[config.mk]
export PLATFORM = sky130hd
export DESIGN_NAME = tty_line_editor_core
export DESIGN_NICKNAME = d
export VERILOG_FILES = /design/src/rtl/core/tle_pkg.sv /design/src/rtl/core/tle_ram.sv /design/src/rtl/core/tty_line_editor_core.sv
export SDC_FILE = /design/constraint.sdc
export NUM_CORES = 1
export LEC_CHECK = 0
export BUFFER_PORTS_ARGS = -buffer_cell sky130_fd_sc_hd__buf_2
export CAP_MARGIN = 20
export CORE_MARGIN = 8
export CORE_UTILIZATION = 60
export CTS_CLUSTER_DIAMETER = 50
export CTS_CLUSTER_SIZE = 25
export DETAILED_ROUTE_END_ITERATION = 10
export PLACE_DENSITY = 0.78
export SYNTH_ARGS = -nofsm -noshare
export SYNTH_HDL_FRONTEND = slang
export SYNTH_SLANG_ARGS = --single-unit
[constraint.sdc]
create_clock -name clk -period 4.2 [get_ports clk]
set_input_delay 0 -clock clk [delete_from_list [all_inputs] [get_ports clk]]
set_output_delay 0 -clock clk [all_outputs]
set_load 0.02 [all_outputs]
[src/rtl/core/tle_pkg.sv]
// Shared constants for the terminal line editor.
package tle_pkg;

  localparam int LINE_DEPTH = 32;
  localparam int PTR_W = (LINE_DEPTH > 1) ? $clog2(LINE_DEPTH) : 1;

  localparam int ADDR_W = 3;
  localparam int DATA_W = 32;

  localparam logic [ADDR_W-3:0] REG_RAW_MODE = 1'd0;
  localparam logic [ADDR_W-3:0] REG_ECHO_ENABLE = 1'd1;

  localparam logic [1:0] KIND_ECHO = 2'd0;
  localparam logic [1:0] KIND_DATA = 2'd1;
  localparam logic [1:0] KIND_EMPTY = 2'd2;

  localparam logic [7:0] CH_BS = 8'd8;
  localparam logic [7:0] CH_LF = 8'd10;
  localparam logic [7:0] CH_CR = 8'd13;
  localparam logic [7:0] CH_SP = 8'd32;
  localparam logic [7:0] CH_DEL = 8'd127;
  localparam logic [7:0] CTRL_TOP = 8'd27;

  localparam logic [1:0] ECHO_CHAR = 2'd0;
  localparam logic [1:0] ECHO_ERASE = 2'd1;
  localparam logic [1:0] ECHO_LF = 2'd2;
  localparam logic [1:0] ECHO_CRLF = 2'd3;

  localparam logic [1:0] TAIL_NONE = 2'd0;
  localparam logic [1:0] TAIL_RAW = 2'd1;
  localparam logic [1:0] TAIL_FLUSH = 2'd2;

  function automatic logic [PTR_W-1:0] ptr_inc(input logic [PTR_W-1:0] p);
    return (p == PTR_W'(LINE_DEPTH - 1)) ? '0 : p + PTR_W'(1);
  endfunction

  function automatic logic [PTR_W-1:0] ptr_dec(input logic [PTR_W-1:0] p);
    return (p == '0) ? PTR_W'(LINE_DEPTH - 1) : p - PTR_W'(1);
  endfunction

endpackage

[src/rtl/core/tle_ram.sv]
// Generic single-port-write, single-port-read RAM with registered read data.
module tle_ram #(
  parameter int WIDTH = 8,
  parameter int DEPTH = 32
) (
  input  logic                                      clk,
  input  logic                                      we,
  input  logic [((DEPTH > 1) ? $clog2(DEPTH) : 1)-1:0] waddr,
  input  logic [WIDTH-1:0]                          wdata,
  input  logic                                      re,
  input  logic [((DEPTH > 1) ? $clog2(DEPTH) : 1)-1:0] raddr,
  output logic [WIDTH-1:0]                          rdata
);

  logic [WIDTH-1:0] mem [DEPTH];

  always_ff @(posedge clk) begin
    if (we) begin
      mem[waddr] <= wdata;
    end
    if (re) begin
      rdata <= mem[raddr];
    end
  end

endmodule

[src/rtl/core/tty_line_editor_core.sv]
// Terminal line editor: raw pass-through or canonical line editing with echo.
// A byte's first result passes the state register, then the output register;
// a CR with echo off and a nonempty line first reads the line store.
// A new byte is taken only in idle, after all results of the last one are loaded;
// a CR gives CR, LF echo if echo is on, then an empty mark, or a read setup and
// one line byte per cycle from the single read port unless the output stalls.
// Reset: read_ptr, write_ptr 0; raw_mode 0, echo_enable 1; store not cleared.
module tty_line_editor_core (
  input  logic                        clk,
  input  logic                        rst,
  input  logic                        psel,
  input  logic                        penable,
  input  logic                        pwrite,
  input  logic [tle_pkg::ADDR_W-1:0]  paddr,
  input  logic [tle_pkg::DATA_W-1:0]  pwdata,
  output logic [tle_pkg::DATA_W-1:0]  prdata,
  output logic                        pready,
  input  logic                        in_valid,
  output logic                        in_ready,
  input  logic [7:0]                  rx_byte,
  output logic                        out_valid,
  input  logic                        out_ready,
  output logic [1:0]                  kind,
  output logic [7:0]                  out_byte,
  output logic                        line_end,
  output logic                        last
);
  import tle_pkg::*;

  localparam logic [2:0] S_IDLE = 3'd0;
  localparam logic [2:0] S_ECHO = 3'd1;
  localparam logic [2:0] S_RAW = 3'd2;
  localparam logic [2:0] S_FLUSH = 3'd3;
  localparam logic [2:0] S_FOUT = 3'd4;

  logic             raw_mode;
  logic             echo_enable;
  logic [2:0]       state;
  logic [2:0]       state_next;
  logic [7:0]       cur_byte;
  logic [1:0]       echo_sel;
  logic [1:0]       echo_cnt;
  logic [1:0]       step;
  logic [1:0]       tail;
  logic [PTR_W-1:0] read_ptr;
  logic [PTR_W-1:0] write_ptr;
  logic [PTR_W-1:0] rd_ptr;

  logic             in_xfer;
  logic             slot_free;
  logic             out_load;
  logic             cfg_wr;
  logic             is_print;
  logic             is_erase;
  logic [1:0]       echo_sel_next;
  logic [1:0]       echo_cnt_next;
  logic [1:0]       tail_next;
  logic             mem_we;
  logic             mem_re;
  logic [PTR_W-1:0] mem_raddr;
  logic [7:0]       mem_rdata;
  logic [PTR_W-1:0] wp_inc;
  logic [PTR_W-1:0] rd_inc;
  logic [7:0]       echo_byte;
  logic             echo_last;
  logic             flush_end;

  assign pready = 1'b1;
  assign cfg_wr = psel && penable && pwrite;
  assign prdata = (paddr[ADDR_W-1:2] == REG_RAW_MODE) ? DATA_W'(raw_mode) :
                  DATA_W'(echo_enable);

  assign in_ready = (state == S_IDLE);
  assign in_xfer = in_valid && in_ready;
  assign slot_free = !out_valid || out_ready;

  assign is_print = (rx_byte != CH_DEL) && (rx_byte > CTRL_TOP);
  assign is_erase = (rx_byte == CH_DEL) || (rx_byte == CH_BS);
  assign wp_inc = ptr_inc(write_ptr);
  assign rd_inc = ptr_inc(rd_ptr);
  assign flush_end = (rd_inc == write_ptr);

  always_comb begin
    echo_sel_next = ECHO_CHAR;
    echo_cnt_next = 2'd0;
    tail_next = TAIL_NONE;
    if (raw_mode) begin
      echo_cnt_next = {1'b0, echo_enable};
      tail_next = TAIL_RAW;
    end else if (is_print) begin
      echo_cnt_next = {1'b0, echo_enable};
    end else if (is_erase) begin
      echo_sel_next = ECHO_ERASE;
      echo_cnt_next = echo_enable ? 2'd3 : 2'd0;
    end else if (rx_byte == CH_LF) begin
      echo_sel_next = ECHO_LF;
      echo_cnt_next = {1'b0, echo_enable};
    end else if (rx_byte == CH_CR) begin
      echo_sel_next = ECHO_CRLF;
      echo_cnt_next = echo_enable ? 2'd2 : 2'd0;
      tail_next = TAIL_FLUSH;
    end
  end

  always_comb begin
    case (echo_sel)
      ECHO_CHAR:  echo_byte = cur_byte;
      ECHO_ERASE: echo_byte = (step == 2'd1) ? CH_SP : CH_BS;
      ECHO_LF:    echo_byte = CH_LF;
      ECHO_CRLF:  echo_byte = (step == 2'd0) ? CH_CR : CH_LF;
      default:    echo_byte = cur_byte;
    endcase
  end

  assign echo_last = (step == echo_cnt - 2'd1);
  assign mem_we = in_xfer && !raw_mode && is_print;

  always_comb begin
    state_next = state;
    mem_re = 1'b0;
    mem_raddr = read_ptr;
    out_load = 1'b0;
    case (state)
      S_IDLE: begin
        if (in_xfer) begin
          if (echo_cnt_next != 2'd0) begin
            state_next = S_ECHO;
          end else if (tail_next == TAIL_RAW) begin
            state_next = S_RAW;
          end else if (tail_next == TAIL_FLUSH) begin
            state_next = S_FLUSH;
          end
        end
      end
      S_ECHO: begin
        out_load = slot_free;
        if (slot_free && echo_last) begin
          case (tail)
            TAIL_RAW:   state_next = S_RAW;
            TAIL_FLUSH: state_next = S_FLUSH;
            default:    state_next = S_IDLE;
          endcase
        end
      end
      S_RAW: begin
        out_load = slot_free;
        if (slot_free) begin
          state_next = S_IDLE;
        end
      end
      S_FLUSH: begin
        if (read_ptr != write_ptr) begin
          mem_re = 1'b1;
          state_next = S_FOUT;
        end else if (slot_free) begin
          out_load = 1'b1;
          state_next = S_IDLE;
        end
      end
      S_FOUT: begin
        out_load = slot_free;
        if (slot_free) begin
          if (flush_end) begin
            state_next = S_IDLE;
          end else begin
            mem_re = 1'b1;
            mem_raddr = rd_inc;
          end
        end
      end
      default: state_next = S_IDLE;
    endcase
  end

  tle_ram #(
    .WIDTH(8),
    .DEPTH(LINE_DEPTH)
  ) u_line_store (
    .clk  (clk),
    .we   (mem_we),
    .waddr(write_ptr),
    .wdata(rx_byte),
    .re   (mem_re),
    .raddr(mem_raddr),
    .rdata(mem_rdata)
  );

  always_ff @(posedge clk) begin
    if (rst) begin
      raw_mode <= 1'b0;
      echo_enable <= 1'b1;
    end else if (cfg_wr) begin
      case (paddr[ADDR_W-1:2])
        REG_RAW_MODE:    raw_mode <= pwdata[0];
        REG_ECHO_ENABLE: echo_enable <= pwdata[0];
        default: ;
      endcase
    end
  end

  always_ff @(posedge clk) begin
    if (rst) begin
      state <= S_IDLE;
      read_ptr <= '0;
      write_ptr <= '0;
      out_valid <= 1'b0;
      step <= 2'd0;
    end else begin
      state <= state_next;
      if (out_load) begin
        out_valid <= 1'b1;
      end else if (out_ready) begin
        out_valid <= 1'b0;
      end
      if (in_xfer) begin
        step <= 2'd0;
        if (!raw_mode && is_print) begin
          write_ptr <= wp_inc;
          if (wp_inc == read_ptr) begin
            read_ptr <= ptr_inc(read_ptr);
          end
        end else if (!raw_mode && is_erase && (write_ptr != read_ptr)) begin
          write_ptr <= ptr_dec(write_ptr);
        end
      end
      case (state)
        S_ECHO: begin
          if (slot_free) begin
            step <= step + 2'd1;
          end
        end
        S_FOUT: begin
          if (slot_free && flush_end) begin
            read_ptr <= write_ptr;
          end
        end
        default: ;
      endcase
    end
  end

  always_ff @(posedge clk) begin
    if (in_xfer) begin
      cur_byte <= rx_byte;
      echo_sel <= echo_sel_next;
      echo_cnt <= echo_cnt_next;
      tail <= tail_next;
    end
    case (state)
      S_ECHO: begin
        if (slot_free) begin
          kind <= KIND_ECHO;
          out_byte <= echo_byte;
          line_end <= 1'b0;
          last <= echo_last && (tail == TAIL_NONE);
        end
      end
      S_RAW: begin
        if (slot_free) begin
          kind <= KIND_DATA;
          out_byte <= cur_byte;
          line_end <= 1'b1;
          last <= 1'b1;
        end
      end
      S_FLUSH: begin
        if (read_ptr != write_ptr) begin
          rd_ptr <= read_ptr;
        end else if (slot_free) begin
          kind <= KIND_EMPTY;
          out_byte <= 8'd0;
          line_end <= 1'b1;
          last <= 1'b1;
        end
      end
      S_FOUT: begin
        if (slot_free) begin
          kind <= KIND_DATA;
          out_byte <= mem_rdata;
          line_end <= flush_end;
          last <= flush_end;
          rd_ptr <= rd_inc;
        end
      end
      default: ;
    endcase
  end

endmodule

==> results.cfg <==
[yosys]
synth_most_common_cell = edfxtp_1
syn_inst = 1049
synth_top_area_cell = edfxtp_1
synth-main-ff-cell = edfxtp_1
synth-edff-count = 295
ys_warn_count = 0
synthTopCellsByArea = edfxtp_1 63%, mux2i_1 6.6%, nand2_1 2.9%
synth_cell_types = 67
synth_common_cells = 295 x edfxtp_1, 110 x nand2_1, 98 x nor2_1, 92 x mux2i_1
synthArstFlopShare = 0
synth_area_um2 = 14040
ys_seq_area_frac = 0.6566
synth_top_area_share = 0.6310
synth-seq-cells = 313
avgSynthCellArea_um2 = 13.38

[global_routing]
grt_pass1_vias = 8614
grt_pass1_wl_mm = 48.40
track_usage = 0.2188
gr-total-overflow = 0
grt_max_degree = 44
grt_antenna_before_repair = 1

[sta]
fin_skew_ns = 0.02032
fin_hold_ws_ns = 0.05099
tightest_slew_ns = 0.9066
timing.final.crit_period_ns = 3.949
drv_slew = 0
finalSetupTns_ns = 0
clock.fmax_ghz = 0.2533
period_share = 0.9401
slew_headroom = 0.3933
grt_setup_unrepaired = false
finalSetupViolations = 0
hold_viol = 0

[setup_path]
cp_data_arrival_time_ns = 4.31
rr_worst_depth = 14
crit_path_max_incr_delay_ns = 0.42
cp_slowest_cell = edfxtp_1
cp.depth = 14
path_delay_family = compound AO/OA/AOI/OAI gates
crit_type = reg -> reg
cp_cell_sequence = ha_1 -> and3_1 -> ha_1 -> nor2_1 -> xnor2_1 -> a211o_4 -> o21ai_4 -> buf_4 -> mux2i_2 -> buf_4 -> nand2_1 -> a32oi_1 -> o221ai_1 -> nor4_2
worstReg2RegEnd = u_line_store.rdata[6]
cp.required_ns = 4.56
crit_buf_inv = 2
crit_path_end_kind = flop
worstSetupStartpointType = flop
crit_fanout = 12
rrSetupSlack_ns = 0.25
timing.rr.start = rd_ptr[0]

[final_layout]
layout-drive-gt1-share = 0.1580
nets = 1199
multi_input_area_um2 = 4333
register_area_um2 = 9219
finalInstanceArea_um2 = 15870
fillers = 1571
synthToLayoutAreaGrowth_pct = 13.01

[die]
die_w_um = 169.0
design.core.area_um2 = 23190
die_h_um = 169.0
initial_core_util = 0.6054
row_count = 56
die_area_um2 = 28550
ios = 97

[detailed_routing]
first_pass_iters = 5
remaining_drc_errors = 0
postRouteAntennaNets = 0
viasPerCell = 5.972
routedWlPerCell_um = 21.16
drtIter0Drc = 1060
dr_total_vias = 8827
totalWireLength_mm = 31.27

[placement]
portBuffers = 31
dpl.hpwl_mm = 20.88
place_area_um2 = 14650
gp_congestion = 0.8702

[cts]
cts_buffers = 29
clk_pin_slew_ns = 0.08
cts_tree = built
cts_sinks = 313
cts_max_level = 1
cts-root-buf = clkbuf_16
cts_buffer_depth = 3
insertion_delay_ns = 0.57

[job]
cap_violations = 0

[hold_path]
hold_end = u_line_store.mem[17][1]
min_path_type = in -> reg
holdPathStages = 2
hp-start = rx_byte[1]

[outcome]
run_status = completed

[power]
p_per_area_nw_per_um2 = 452.0
vdd_drop_max_v = 0.0002856
power_leakage_nw = 5.490
==> registers in the layout, summed over array words and instances (netlist names), 3 cells and up <==
register,flops
read_ptr,5
cur_byte,8
state,3
write_ptr,5
u_line_store.mem,256
out_byte,8
rd_ptr,5
u_line_store.rdata,8
==> placed cells by master (no fill, tap or decap), types with 28 or more instances in the layout <==
cell         n
a21oi_1     28
buf_2       31
buf_4       54
clkbuf_16   29
conb_1      32
edfxtp_1   295
mux2i_1     91
nand2_1    110
nor2_1      98
o21ai_0     35
==> timing repair <==
action,CTS,global route
hold endpoints to repair,103,0
gates resized for setup,0,1
hold buffers,15,0
setup endpoints to repair,0,7
setup buffers,0,0
==> final cells by class <==
type                            count  share of cell area
Sequential cell                   313              0.5810
Multi-Input combinational cell    669              0.2731
Timing Repair Buffer              104             0.04984
Clock buffer                       30             0.04597
Tap cell                          319             0.02516
Clock inverter                     24             0.02050
Inverter                           18            0.004258
Antenna cell                        1           0.0001577
==> routing by layer <==
| metal | vias up | part of all wire | track usage |
|---|---|---|---|
| met5 | - | 0 | 0 |
| met4 | 0 | 0.030 | 0.07464 |
| met3 | 72 | 0.078 | 0.03494 |
| met2 | 383 | 0.49 | 0.3697 |
| met1 | 4308 | 0.40 | 0.2848 |
| li1 | 4064 | - | - |
==> cell families after synthesis <==
| group | share of synthesized area |
|---|---|
| compound gates | 0.07789 |
| buf+inv | 0.04438 |
| simple gates | 0.1065 |
| mux | 0.08912 |
| other cells | 0.0005349 |
| flops | 0.6566 |
| xor+xnor | 0.01248 |
| fa+ha+maj | 0.01248 |
==> power breakdown <==
| group | internal [mW] | switching, mW |
|---|---|---|
| combinational | 0.276 | 0.513 |
| sequential | 3.52 | 0.0421 |
| clock | 1.45 | 1.36 |
| total | 5.25 | 1.92 |
==> worst register-to-register path: cells and delay by family (launching register included) <==
family,cells,cell delay (ns)
flops,1,0.42
compound gates,4,1.13
fa+ha+maj,2,0.49
buf+inv,2,0.41
simple gates,4,0.86
xor+xnor,1,0.14
mux,1,0.28
==> stage by stage <==
stage               power (mW)  cells    util  setup WS, ns
floorplan                4.171   1079       -        0.8057
CTS                      7.191   1477  0.6837        0.2109
finish                   7.172   1478  0.6841        0.2515
global placement         4.385   1408  0.6317        0.3614
global route             7.398   1478  0.6841      0.005731
detailed placement       4.405   1408  0.6317        0.2456
==> worst max path at each step <==
stage | from | to | slack (ns)
final | rd_ptr[0] | u_line_store.rdata[6] | 0.25
after global routing | rd_ptr[0] | u_line_store.rdata[1] | 0.006
after detailed placement | rd_ptr[0] | u_line_store.rdata[4] | 0.25
after floorplan | rd_ptr[0] | u_line_store.rdata[0] | 0.81
after global placement | rd_ptr[0] | u_line_store.rdata[4] | 0.36
after CTS | rd_ptr[0] | u_line_store.rdata[4] | 0.21
Power figures use the tool's default switching activity.
